[config.mk]
export PLATFORM = sky130hd
export DESIGN_NAME = windowed_overhead_rate_meter
export DESIGN_NICKNAME = d
export VERILOG_FILES = /design/src/worm_pkg.sv /design/src/worm_ram.sv /design/src/worm_div.sv /design/src/windowed_overhead_rate_meter.sv
export VERILOG_INCLUDE_DIRS = /design/src /design/src/src
export SDC_FILE = /design/constraint.sdc
export NUM_CORES = 2
export LEC_CHECK = 0
export BUFFER_PORTS_ARGS = -buffer_cell sky130_fd_sc_hd__buf_4
export CELL_PAD_IN_SITES_DETAIL_PLACEMENT = 1
export CELL_PAD_IN_SITES_GLOBAL_PLACEMENT = 1
export CORE_MARGIN = 1.5
export CORE_UTILIZATION = 60
export DETAILED_ROUTE_END_ITERATION = 8
export PLACE_DENSITY_LB_ADDON = 0.1
export SLEW_MARGIN = 10
export SYNTH_ARGS = -nofsm -noshare
export SYNTH_HDL_FRONTEND = slang
export SYNTH_HIERARCHICAL = 1
export SYNTH_SLANG_ARGS = --single-unit
[constraint.sdc]
create_clock -name clock -period 16.1 [get_ports clock]
set_clock_uncertainty 0.1 [all_clocks]
set_input_delay 1.61 -clock clock [delete_from_list [all_inputs] [get_ports clock]]
set_output_delay 1.61 -clock clock [all_outputs]
set_load 0.05 [all_outputs]
[src/assert_macros.svh]
// Assertion helpers shared by the RTL.
`ifndef ASSERT_MACROS_SVH
`define ASSERT_MACROS_SVH

`ifndef SYNTHESIS

`define WORM_ASSERT_IMP(lbl, clk, rst, ante, cons) \
   lbl: assert property (@(posedge clk) disable iff (rst) (ante) |-> (cons)) \
      else $error("assertion failed");

`define WORM_ASSERT_NXT(lbl, clk, rst, ante, cons) \
   lbl: assert property (@(posedge clk) disable iff (rst) (ante) |=> (cons)) \
      else $error("assertion failed");

`else

`define WORM_ASSERT_IMP(lbl, clk, rst, ante, cons)

`define WORM_ASSERT_NXT(lbl, clk, rst, ante, cons)

`endif

`endif

[src/worm_pkg.sv]
package worm_pkg;

   localparam int RING_DEPTH_DEF = 64;

   localparam int OP_W       = 2;
   localparam int BYTES_W    = 32;
   localparam int TICK_W     = 32;
   localparam int SUM_W      = 38;
   localparam int RATE_W     = 48;
   localparam int HELD_W     = 7;
   localparam int WIN_W      = 20;
   localparam int MIN_W      = 6;
   localparam int CSR_ADDR_W = 1;
   localparam int CSR_DATA_W = 20;

   localparam logic [OP_W-1:0] OP_ADD    = 2'd0;
   localparam logic [OP_W-1:0] OP_SAMPLE = 2'd1;
   localparam logic [OP_W-1:0] OP_CLEAR  = 2'd2;

   localparam logic [CSR_ADDR_W-1:0] CSR_WINDOW_MS   = 1'd0;
   localparam logic [CSR_ADDR_W-1:0] CSR_MIN_ENTRIES = 1'd1;

   localparam logic [WIN_W-1:0]  WINDOW_RST = 20'd40000;
   localparam logic [MIN_W-1:0]  MIN_RST    = 6'd10;

   typedef struct packed {
      logic busy;
      logic done;
   } div_status_type;

endpackage

[src/worm_ram.sv]
module worm_ram #(
   parameter int WIDTH = 64,
   parameter int DEPTH = 64
) (
   input  logic                     clock,
   input  logic                     wr_en,
   input  logic [$clog2(DEPTH)-1:0] wr_addr,
   input  logic [WIDTH-1:0]         wr_data,
   input  logic                     rd_en,
   input  logic [$clog2(DEPTH)-1:0] rd_addr,
   output logic [WIDTH-1:0]         rd_data
);

   logic [WIDTH-1:0] mem_ff [DEPTH];
   logic [WIDTH-1:0] rd_data_ff;

   always_ff @(posedge clock) begin
      if (wr_en) begin
         mem_ff[wr_addr] <= wr_data;
      end
      if (rd_en) begin
         rd_data_ff <= mem_ff[rd_addr];
      end
   end

   assign rd_data = rd_data_ff;

endmodule

[src/worm_div.sv]
module worm_div #(
   parameter int N_W = worm_pkg::RATE_W,
   parameter int D_W = worm_pkg::TICK_W
) (
   input  logic                     clock,
   input  logic                     reset,
   input  logic                     start,
   input  logic [N_W-1:0]           dividend,
   input  logic [D_W-1:0]           divisor,
   output logic [N_W-1:0]           quotient,
   output worm_pkg::div_status_type status
);

   localparam int CNT_W = $clog2(N_W + 1);

   logic [N_W-1:0]   quo_ff, quo_in;
   logic [D_W-1:0]   rem_ff, rem_in;
   logic [CNT_W-1:0] cnt_ff, cnt_in;
   logic             busy_ff, busy_in;
   logic             done_ff, done_in;
   logic [D_W:0]     trial;

   always_comb begin
      quo_in  = quo_ff;
      rem_in  = rem_ff;
      cnt_in  = cnt_ff;
      busy_in = busy_ff;
      done_in = 1'b0;
      trial   = {rem_ff, quo_ff[N_W-1]};
      if (start) begin
         quo_in  = dividend;
         rem_in  = '0;
         cnt_in  = CNT_W'(N_W);
         busy_in = 1'b1;
      end else if (busy_ff) begin
         if (trial >= {1'b0, divisor}) begin
            rem_in = D_W'(trial - {1'b0, divisor});
            quo_in = {quo_ff[N_W-2:0], 1'b1};
         end else begin
            rem_in = trial[D_W-1:0];
            quo_in = {quo_ff[N_W-2:0], 1'b0};
         end
         cnt_in = cnt_ff - CNT_W'(1);
         if (cnt_ff == CNT_W'(1)) begin
            busy_in = 1'b0;
            done_in = 1'b1;
         end
      end
   end

   always_ff @(posedge clock) begin
      if (reset) begin
         busy_ff <= 1'b0;
         done_ff <= 1'b0;
         cnt_ff  <= '0;
      end else begin
         busy_ff <= busy_in;
         done_ff <= done_in;
         cnt_ff  <= cnt_in;
      end
      quo_ff <= quo_in;
      rem_ff <= rem_in;
   end

   assign quotient    = quo_ff;
   assign status.busy = busy_ff;
   assign status.done = done_ff;

endmodule

[src/windowed_overhead_rate_meter.sv]
// Sliding-window byte rate meter.
// Input channel (req_*): an item carries an opcode. Add accumulates
// req_byte_count into a saturating pending counter; sample pushes the pending
// bytes stamped with req_now_ms into a ring, expires old entries and computes
// the rate; clear empties the ring and the counters. Add and clear complete in
// the idle state and give no result; sample gives exactly one result item.
// Result channel (rsp_*): rate in bytes per second, a valid flag and the
// number of ring entries held after expiry.
// Configuration (csr_*): window_ms and min_entries, written with csr_we.
// A sample steps through the states in order: a push (first a read and a drop
// of the oldest entry when the ring is full), an expiry walk that reads and
// checks each ring entry examined (every dropped entry plus the survivor, at
// most RING_DEPTH), then, when a rate is computed, the multiply, the divider
// start and a 48-step serial divide, and last the load of the output register.
// The ring memory's single read port and the one-bit-per-cycle divider set the
// pace of a sample.
// req_ready is high only while no sample is at work, so the next item is taken
// in the cycle after the result is loaded. A finished result waits in an output
// register; while it stalls, add and clear items are still taken, and a
// following sample holds at its end. Reset empties the ring and loads the
// registers with 40000 ms and 10.
`include "assert_macros.svh"

module windowed_overhead_rate_meter #(
   parameter int RING_DEPTH = worm_pkg::RING_DEPTH_DEF
) (
   input  logic                                clock,
   input  logic                                reset,
   input  logic                                req_valid,
   output logic                                req_ready,
   input  logic [worm_pkg::OP_W-1:0]           req_op,
   input  logic [worm_pkg::BYTES_W-1:0]        req_byte_count,
   input  logic [worm_pkg::TICK_W-1:0]         req_now_ms,
   output logic                                rsp_valid,
   input  logic                                rsp_ready,
   output logic [worm_pkg::RATE_W-1:0]         rsp_rate_bytes_per_sec,
   output logic                                rsp_rate_valid,
   output logic [worm_pkg::HELD_W-1:0]         rsp_entries_held,
   input  logic                                csr_we,
   input  logic [worm_pkg::CSR_ADDR_W-1:0]     csr_addr,
   input  logic [worm_pkg::CSR_DATA_W-1:0]     csr_wdata
);

   localparam int IDX_W  = $clog2(RING_DEPTH);
   localparam int CNT_W  = $clog2(RING_DEPTH + 1);
   localparam int BW     = worm_pkg::BYTES_W;
   localparam int TW     = worm_pkg::TICK_W;
   localparam int SW     = worm_pkg::SUM_W;
   localparam int RW     = worm_pkg::RATE_W;
   localparam int MEM_W  = BW + TW;
   localparam int ST_W   = 4;

   localparam logic [ST_W-1:0] S_IDLE     = 4'd0;
   localparam logic [ST_W-1:0] S_FULL_RD  = 4'd1;
   localparam logic [ST_W-1:0] S_FULL_DRP = 4'd2;
   localparam logic [ST_W-1:0] S_PUSH     = 4'd3;
   localparam logic [ST_W-1:0] S_EXP_RD   = 4'd4;
   localparam logic [ST_W-1:0] S_EXP_CHK  = 4'd5;
   localparam logic [ST_W-1:0] S_MUL      = 4'd6;
   localparam logic [ST_W-1:0] S_DIV_GO   = 4'd7;
   localparam logic [ST_W-1:0] S_DIV_WAIT = 4'd8;
   localparam logic [ST_W-1:0] S_DONE     = 4'd9;

   logic [ST_W-1:0]               state_ff, state_in;
   logic [worm_pkg::WIN_W-1:0]    window_ff, window_in;
   logic [worm_pkg::MIN_W-1:0]    min_ff, min_in;
   logic [BW-1:0]                 pending_ff, pending_in;
   logic [IDX_W-1:0]              oldest_ff, oldest_in;
   logic [CNT_W-1:0]              count_ff, count_in;
   logic [SW-1:0]                 sum_ff, sum_in;
   logic [TW-1:0]                 now_ff, now_in;
   logic [TW-1:0]                 elapsed_ff, elapsed_in;
   logic [SW-1:0]                 num_ff, num_in;
   logic [RW-1:0]                 prod_ff, prod_in;
   logic [RW-1:0]                 res_rate_ff, res_rate_in;
   logic                          res_ok_ff, res_ok_in;
   logic                          rsp_valid_ff, rsp_valid_in;
   logic [RW-1:0]                 rsp_rate_ff, rsp_rate_in;
   logic                          rsp_ok_ff, rsp_ok_in;
   logic [worm_pkg::HELD_W-1:0]   rsp_held_ff, rsp_held_in;

   logic [BW:0]                   add_sum;
   logic [IDX_W:0]                slot_sum;
   logic [IDX_W-1:0]              slot;
   logic [IDX_W-1:0]              oldest_next;
   logic                          mem_we;
   logic                          mem_re;
   logic [MEM_W-1:0]              mem_rd;
   logic [BW-1:0]                 rd_bytes;
   logic [TW-1:0]                 rd_time;
   logic [TW-1:0]                 age;
   logic                          req_take;
   logic [RW-1:0]                 quotient;
   worm_pkg::div_status_type      div_stat;

   assign req_take  = req_valid && req_ready;
   assign req_ready = (state_ff == S_IDLE);
   assign add_sum   = {1'b0, pending_ff} + {1'b0, req_byte_count};
   assign slot_sum  = (IDX_W+1)'(oldest_ff) + (IDX_W+1)'(count_ff[IDX_W-1:0]);
   assign slot      = (slot_sum >= (IDX_W+1)'(RING_DEPTH))
                      ? IDX_W'(slot_sum - (IDX_W+1)'(RING_DEPTH))
                      : slot_sum[IDX_W-1:0];
   assign oldest_next = (oldest_ff == IDX_W'(RING_DEPTH - 1)) ? '0
                        : oldest_ff + IDX_W'(1);
   assign rd_bytes  = mem_rd[MEM_W-1:TW];
   assign rd_time   = mem_rd[TW-1:0];
   assign age       = now_ff - rd_time;
   assign mem_we    = (state_ff == S_PUSH);
   assign mem_re    = (state_ff == S_FULL_RD) || (state_ff == S_EXP_RD);

   worm_ram #(
      .WIDTH (MEM_W),
      .DEPTH (RING_DEPTH)
   ) u_ring (
      .clock   (clock),
      .wr_en   (mem_we),
      .wr_addr (slot),
      .wr_data ({pending_ff, now_ff}),
      .rd_en   (mem_re),
      .rd_addr (oldest_ff),
      .rd_data (mem_rd)
   );

   worm_div #(
      .N_W (RW),
      .D_W (TW)
   ) u_div (
      .clock    (clock),
      .reset    (reset),
      .start    (state_ff == S_DIV_GO),
      .dividend (prod_ff),
      .divisor  (elapsed_ff),
      .quotient (quotient),
      .status   (div_stat)
   );

   always_comb begin
      state_in     = state_ff;
      window_in    = window_ff;
      min_in       = min_ff;
      pending_in   = pending_ff;
      oldest_in    = oldest_ff;
      count_in     = count_ff;
      sum_in       = sum_ff;
      now_in       = now_ff;
      elapsed_in   = elapsed_ff;
      num_in       = num_ff;
      prod_in      = prod_ff;
      res_rate_in  = res_rate_ff;
      res_ok_in    = res_ok_ff;
      rsp_valid_in = rsp_valid_ff && !rsp_ready;
      rsp_rate_in  = rsp_rate_ff;
      rsp_ok_in    = rsp_ok_ff;
      rsp_held_in  = rsp_held_ff;

      if (csr_we) begin
         unique case (csr_addr)
            worm_pkg::CSR_WINDOW_MS:   window_in = csr_wdata[worm_pkg::WIN_W-1:0];
            worm_pkg::CSR_MIN_ENTRIES: min_in    = csr_wdata[worm_pkg::MIN_W-1:0];
            default: ;
         endcase
      end

      unique case (state_ff)
         S_IDLE: begin
            if (req_take) begin
               unique case (req_op)
                  worm_pkg::OP_ADD: begin
                     pending_in = add_sum[BW] ? '1 : add_sum[BW-1:0];
                  end
                  worm_pkg::OP_SAMPLE: begin
                     now_in   = req_now_ms;
                     state_in = (count_ff == CNT_W'(RING_DEPTH)) ? S_FULL_RD : S_PUSH;
                  end
                  worm_pkg::OP_CLEAR: begin
                     pending_in = '0;
                     oldest_in  = '0;
                     count_in   = '0;
                     sum_in     = '0;
                  end
                  default: ;
               endcase
            end
         end
         S_FULL_RD: begin
            state_in = S_FULL_DRP;
         end
         S_FULL_DRP: begin
            sum_in    = sum_ff - SW'(rd_bytes);
            oldest_in = oldest_next;
            count_in  = count_ff - CNT_W'(1);
            state_in  = S_PUSH;
         end
         S_PUSH: begin
            sum_in     = sum_ff + SW'(pending_ff);
            count_in   = count_ff + CNT_W'(1);
            pending_in = '0;
            state_in   = S_EXP_RD;
         end
         S_EXP_RD: begin
            state_in = S_EXP_CHK;
         end
         S_EXP_CHK: begin
            if (age > TW'(window_ff)) begin
               sum_in    = sum_ff - SW'(rd_bytes);
               oldest_in = oldest_next;
               count_in  = count_ff - CNT_W'(1);
               if (count_ff == CNT_W'(1)) begin
                  res_rate_in = '0;
                  res_ok_in   = 1'b0;
                  state_in    = S_DONE;
               end else begin
                  state_in = S_EXP_RD;
               end
            end else if ((32'(count_ff) > 32'(min_ff)) && (age != '0)) begin
               num_in     = sum_ff - SW'(rd_bytes);
               elapsed_in = age;
               state_in   = S_MUL;
            end else begin
               res_rate_in = '0;
               res_ok_in   = 1'b0;
               state_in    = S_DONE;
            end
         end
         S_MUL: begin
            // times 1000 as 1024 - 32 + 8
            prod_in  = (RW'(num_ff) << 10) - (RW'(num_ff) << 5) + (RW'(num_ff) << 3);
            state_in = S_DIV_GO;
         end
         S_DIV_GO: begin
            state_in = S_DIV_WAIT;
         end
         S_DIV_WAIT: begin
            if (div_stat.done) begin
               res_rate_in = quotient;
               res_ok_in   = 1'b1;
               state_in    = S_DONE;
            end
         end
         S_DONE: begin
            if (!rsp_valid_ff || rsp_ready) begin
               rsp_valid_in = 1'b1;
               rsp_rate_in  = res_rate_ff;
               rsp_ok_in    = res_ok_ff;
               rsp_held_in  = worm_pkg::HELD_W'(count_ff);
               state_in     = S_IDLE;
            end
         end
         default: begin
            state_in = S_IDLE;
         end
      endcase
   end

   always_ff @(posedge clock) begin
      if (reset) begin
         state_ff     <= S_IDLE;
         window_ff    <= worm_pkg::WINDOW_RST;
         min_ff       <= worm_pkg::MIN_RST;
         pending_ff   <= '0;
         oldest_ff    <= '0;
         count_ff     <= '0;
         sum_ff       <= '0;
         rsp_valid_ff <= 1'b0;
      end else begin
         state_ff     <= state_in;
         window_ff    <= window_in;
         min_ff       <= min_in;
         pending_ff   <= pending_in;
         oldest_ff    <= oldest_in;
         count_ff     <= count_in;
         sum_ff       <= sum_in;
         rsp_valid_ff <= rsp_valid_in;
      end
      now_ff      <= now_in;
      elapsed_ff  <= elapsed_in;
      num_ff      <= num_in;
      prod_ff     <= prod_in;
      res_rate_ff <= res_rate_in;
      res_ok_ff   <= res_ok_in;
      rsp_rate_ff <= rsp_rate_in;
      rsp_ok_ff   <= rsp_ok_in;
      rsp_held_ff <= rsp_held_in;
   end

   assign rsp_valid              = rsp_valid_ff;
   assign rsp_rate_bytes_per_sec = rsp_rate_ff;
   assign rsp_rate_valid         = rsp_ok_ff;
   assign rsp_entries_held       = rsp_held_ff;

   `WORM_ASSERT_IMP(a_count_bound, clock, reset, 1'b1, count_ff <= CNT_W'(RING_DEPTH))
   `WORM_ASSERT_IMP(a_oldest_bound, clock, reset, 1'b1, oldest_ff <= IDX_W'(RING_DEPTH - 1))
   `WORM_ASSERT_IMP(a_div_in_wait, clock, reset, div_stat.busy, state_ff == S_DIV_WAIT)
   `WORM_ASSERT_IMP(a_rate_needs_ok, clock, reset, rsp_valid && (rsp_rate_ff != '0), rsp_ok_ff)
   `WORM_ASSERT_NXT(a_push_holds, clock, reset, state_ff == S_PUSH, count_ff != '0)

endmodule

* Word level (Yosys, flattened, before mapping)
Memories as Yosys holds them, arrays and structs flattened. A register that Yosys moved wholly into a read port is not among the register bits. Index checks and enable logic that the tools add are counted. Widths: inputs -> output; s select.
Storage, ports and cells: logic and storage cells 146, input port bits 92, output and inout port bits 58, bits in writable memories 4096, memories kept 1, register bits 457
Cells by class: multiplexer cells 51, $add $sub $neg 13, reduce and logical (&&, ||, !) cells 27, order comparisons 4, bitwise gates (word level) 3, equal/unequal tests 24
Memories:
- u_ring.mem_ff | words 64, width 64, rd ports 1, clocked after Yosys merged registers in 1, write ports 1, RTL line worm_ram.sv:14 | logic [WIDTH-1:0] mem_ff [DEPTH];
Operator list (count):
- $mux 48 | 6
- $pmux 38 s4 | 1
- $pmux 32 s2 | 2
- $mux 38 | 3
- $mux 32 | 3
- $pmux 48 s2 | 1
- $sub 32x32->32 | 2
- $add 48x41->48 | 1
- $sub 48x43->48 | 1
- $mux 6 | 7
- $pmux 4 s10 | 1
- $add 38x32->38 | 1
- $sub 38x32->38 | 1
- $add 32x32->33 | 1
- $ge 33x32->1 | 1
- $gt 32x20->1 | 1
- $reduce_bool 32->1 | 1
- $mux 4 | 7
- $pmux 7 s4 | 1
- $mux 7 | 3
- $pmux 6 s3 | 1
- $eq 4x3->1 const B | 4
- $reduce_and 4->1 | 4
- $mux 1 | 13
- 35 further kinds | 55

* Depth between registers and ports, before layout
depth after elaboration 6, gate-level depth with buffers 25, gate-level depth less buffers 22

* Modules after synthesis
Netlist, hierarchy kept.
By module, submodules not included:
- worm_ram | cells an instance 6598, times used 1, seq. area each 124919.8 µm², area an instance 156971.8 µm²
- windowed_overhead_rate_meter | cells an instance 2529, times used 1, seq. area each 9849.4 µm², area an instance 24194.5 µm²
- worm_div | cells an instance 580, times used 1, seq. area each 2242.2 µm², area an instance 5659.2 µm²

* Worst setup path before layout
OpenSTA, ideal clock, no wires.
kind reg2reg, start point register now_ff[1], end point register res_ok_ff (enable), setup time 610 ps, setup slack 7825 ps, data required time 15390 ps, data arrival time 7565 ps, stages on the path, launching flop included 19, clock period less this slack 8275 ps, path buffers 0, path through edfxtp_1 > ha_1 > nor2b_1 > o311ai_0 > nand4_1 > a31oi_1 > o21ai_0 > a311o_1 > ha_1 > a21oi_1 > nor2b_1 > o21ai_0 > nand2b_1 > nor3_1 > o22ai_1 > nand4b_1 > nor4_1 > and3_1 > nor2_1
Between the ends: longest elaborated chain between the ends 5, elaborated cells between the ends (all ways) 7, classes of those cells 1 x add/sub; 1 x order compare; 2 x eq/ne; 3 x reduce/logical
Ends and longest elaborated chain:
- start: declaration | RTL line windowed_overhead_rate_meter.sv:71 | logic [TW-1:0] now_ff, now_in;
- start signal: assignment | RTL line windowed_overhead_rate_meter.sv:275 | now_ff <= now_in;
- $sub 32x32->32 * | RTL line windowed_overhead_rate_meter.sv:107 | assign age = now_ff - rd_time;
- via age[17] | RTL line windowed_overhead_rate_meter.sv:91 | logic [TW-1:0] age;
- branches (longest 3 deep; another with $gt 32x20->1)
- $reduce_and 4->1 (no source line) *
- end signal: assignment | RTL line windowed_overhead_rate_meter.sv:280 | res_ok_ff <= res_ok_in;
- end: declaration | RTL line windowed_overhead_rate_meter.sv:76 | logic res_ok_ff, res_ok_in;
Mark *: on every way through the listed nets, which the timed path passes. A chain may end at the register's enable or synchronous reset.

* Worst setup path after layout
start point register now_ff[6], end point register res_rate_ff[4] (enable)
Between the ends: longest elaborated chain between the ends 5, elaborated cells between the ends (all ways) 7, classes of those cells 1 x add/sub; 1 x order compare; 2 x eq/ne; 3 x reduce/logical
Ends and longest elaborated chain:
- $sub 32x32->32 * | RTL line windowed_overhead_rate_meter.sv:107
- via age[17] | RTL line windowed_overhead_rate_meter.sv:91
- branches (longest 3 deep; another with $gt 32x20->1)
- $reduce_and 4->1 (no source line) *
- end signal: assignment | RTL line windowed_overhead_rate_meter.sv:279 | res_rate_ff <= res_rate_in;
- end: declaration | RTL line windowed_overhead_rate_meter.sv:75 | logic [RW-1:0] res_rate_ff, res_rate_in;
Marks and branches as above.

==> results.py <==
metrics = {
    "place": {
        "place_congestion": 0.857,
        "place_area_um2": 194000,
        "dp_hpwl_mm": 334,
        "io_buffers": 149,
    },
    "sta": {
        "worst_pin_slew_ns": 1.31,
        "fin_crit_ns": 6.96,
        "hold_violations": 0,
        "min_period_over_period": 0.432,
        "hold_ws_ns": 0.292,
        "drv_slew": 0,
        "setup_viol": 0,
        "fin_tns_setup_ns": 0,
        "rsz0062_at_grt": "no",
        "max-slew-margin-rel": 0.123,
        "fmax_ghz": 0.144,
    },
    "grt": {
        "grt_util_met2": 0.578,
        "grt_max_degree": 100,
        "use_met1": 0.512,
        "use_met3": 0.109,
        "grt_usage": 0.377,
        "first_global_vias": 108000,
        "gr-total-overflow": 0,
        "grt_pass1_wl_mm": 826,
        "antenna_found_initial": 57,
        "grt-busiest-layer": "met2",
    },
    "floorplan": {
        "coreArea_um2": 309000,
        "die_y_um": 561,
        "die_w_um": 561,
        "num_rows": 204,
        "dieArea_um2": 315000,
        "start_util": 0.604,
        "io_pins": 150,
    },
    "clock_tree": {
        "clkTransAtPathRegs_ns": 0.06,
        "clk_latency_ns": 1.03,
        "cts_resized": 0,
        "cts_max_path_buffers": 4,
        "cts_tree": "yes",
        "clkSinkCount": 4614,
        "numCtsBuffers": 451,
        "cts_root_buf": "clkbuf_16",
        "cts_setup_buffers": 0,
        "cts-htree-levels": 5,
        "holdBufCountCts": 0,
    },
    "drt": {
        "drt_iter0_markers": 16200,
        "routed_wl_mm": 591,
        "wl_per_cell_um": 40.3,
        "antenna_left": 0,
        "drc_errors": 0,
        "viasPerCell": 7.20,
        "dr_total_vias": 106000,
        "detailedRoute.firstPassIterationCount": 6,
    },
    "cells_and_area": {
        "nets": 10500,
        "layout_commonest_cell": "edfxtp_1",
        "syn2layout_area_growth_pct": 11.6,
        "postLayoutCellArea_um2": 208000,
        "final_cell_mix": "edfxtp_1, mux4_2, clkbuf_16, buf_4, inv_1",
        "drive_gt1_frac": 0.227,
    },
    "power": {
        "worst_ir_drop_vdd_mv": 0.111,
        "power_frac_seq": 0.485,
        "swShare": 0.268,
        "p_leak_nw": 66.3,
        "powerDensity_nw_per_um2": 138,
        "clockPowerShare": 0.367,
        "p_sw_mw": 7.68,
        "intPower_mw": 21.0,
        "power_frac_comb": 0.148,
    },
    "critical_path": {
        "worstSetupPathType": "flip-flop to flip-flop",
        "required_ns": 16.58,
        "worstSetupEndpointType": "flip-flop",
        "start_kind": "flip-flop",
        "crit_fanout": 65,
        "r2r_slack_ns": 9.14,
        "arrival_ns": 7.44,
    },
    "flow_run": {
        "timing.max_cap.violations": 0,
    },
    "synth": {
        "syn_area_um2": 187000,
        "avgSynthCellArea_um2": 19.2,
        "syn_inst": 9706,
        "synth_warnings": 6,
    },
    "min_path": {
        "hold_path.class": "flip-flop to flip-flop",
    },
    "outcome": {
        "status": "finished, final reports clean",
    },
}
[state kept, by name (all words and copies together) (netlist names), 38 cells and up]
signal,flops
num_ff,38
res_rate_ff,48
prod_ff,45
u_ring/mem_ff,4096
u_div/quotient,48
sum_ff,38
u_ring/rd_data,64
rsp_rate_bytes_per_sec,48
[metrics by stage]
stage / util / setup slack (ns) / instances / total power, mW
floorplan: - / 7.83 / 9708 / 16.9
global placement: 0.627 / 9.62 / 13800 / 18.1
detailed placement: 0.627 / 9.41 / 13800 / 18.3
CTS: 0.674 / 9.28 / 14600 / 28.7
global route: 0.674 / 8.73 / 14600 / 29.4
finish: 0.674 / 9.14 / 14700 / 28.7
[layer usage]
layer | routed length (um) | vias up
met5 | 301 | -
li1 | - | 40700
met2 | 272000 | 8283
met1 | 207000 | 54900
met3 | 81900 | 1669
met4 | 29500 | 40
[critical path: stages (launching register included)]
cell and delay [ns]:
edfxtp_1 0.35, buf_4 0.55, ha_1 0.44, and3_1 0.23, o311ai_0 0.17, nand4_1 0.25
a31oi_1 0.42, o21ai_0 0.24, nor4_1 0.29, a311o_1 0.25, ha_1 0.27, a21oi_1 0.14
nor2b_1 0.06, o21ai_0 0.16, nand2b_1 0.09, nor3_1 0.25, o22ai_1 0.13, nand4b_1 0.23
or4b_1 0.81, a21oi_1 0.28, a21oi_1 0.10, nor2_4 0.09, buf_4 0.51
[layout make-up]
class | count | area, um2
inverters | 310 | 1160
clock inverters | 282 | 2660
well taps | 4120 | 5150
clock buffers | 558 | 11900
repair buffers | 458 | 3540
multi-input cells | 4292 | 47000
fillers | 24900 | 101000
diodes | 33 | 82.6
flip-flops and latches | 4614 | 137000
[final timing paths]
check,cells after the start,endpoint,startpoint
max,22,res_rate_ff[4],now_ff[6]
min reg2reg,0,rsp_rate_bytes_per_sec[7],res_rate_ff[7]
min,0,rsp_rate_bytes_per_sec[7],res_rate_ff[7]
max reg2reg,22,res_rate_ff[4],now_ff[6]
[power groups by stage]
stage	registers (mW)	clock network (mW)	logic (mW)
5_1_grt	13.9	10.9	4.57
3_3_place_gp	14.1	0	4.00
6_report	13.9	10.5	4.24
3_5_place_dp	14.1	0	4.14
2_1_floorplan	14.1	0	2.79
4_1_cts	13.9	10.6	4.19
Note: power is estimated with default switching activity, not from simulation.
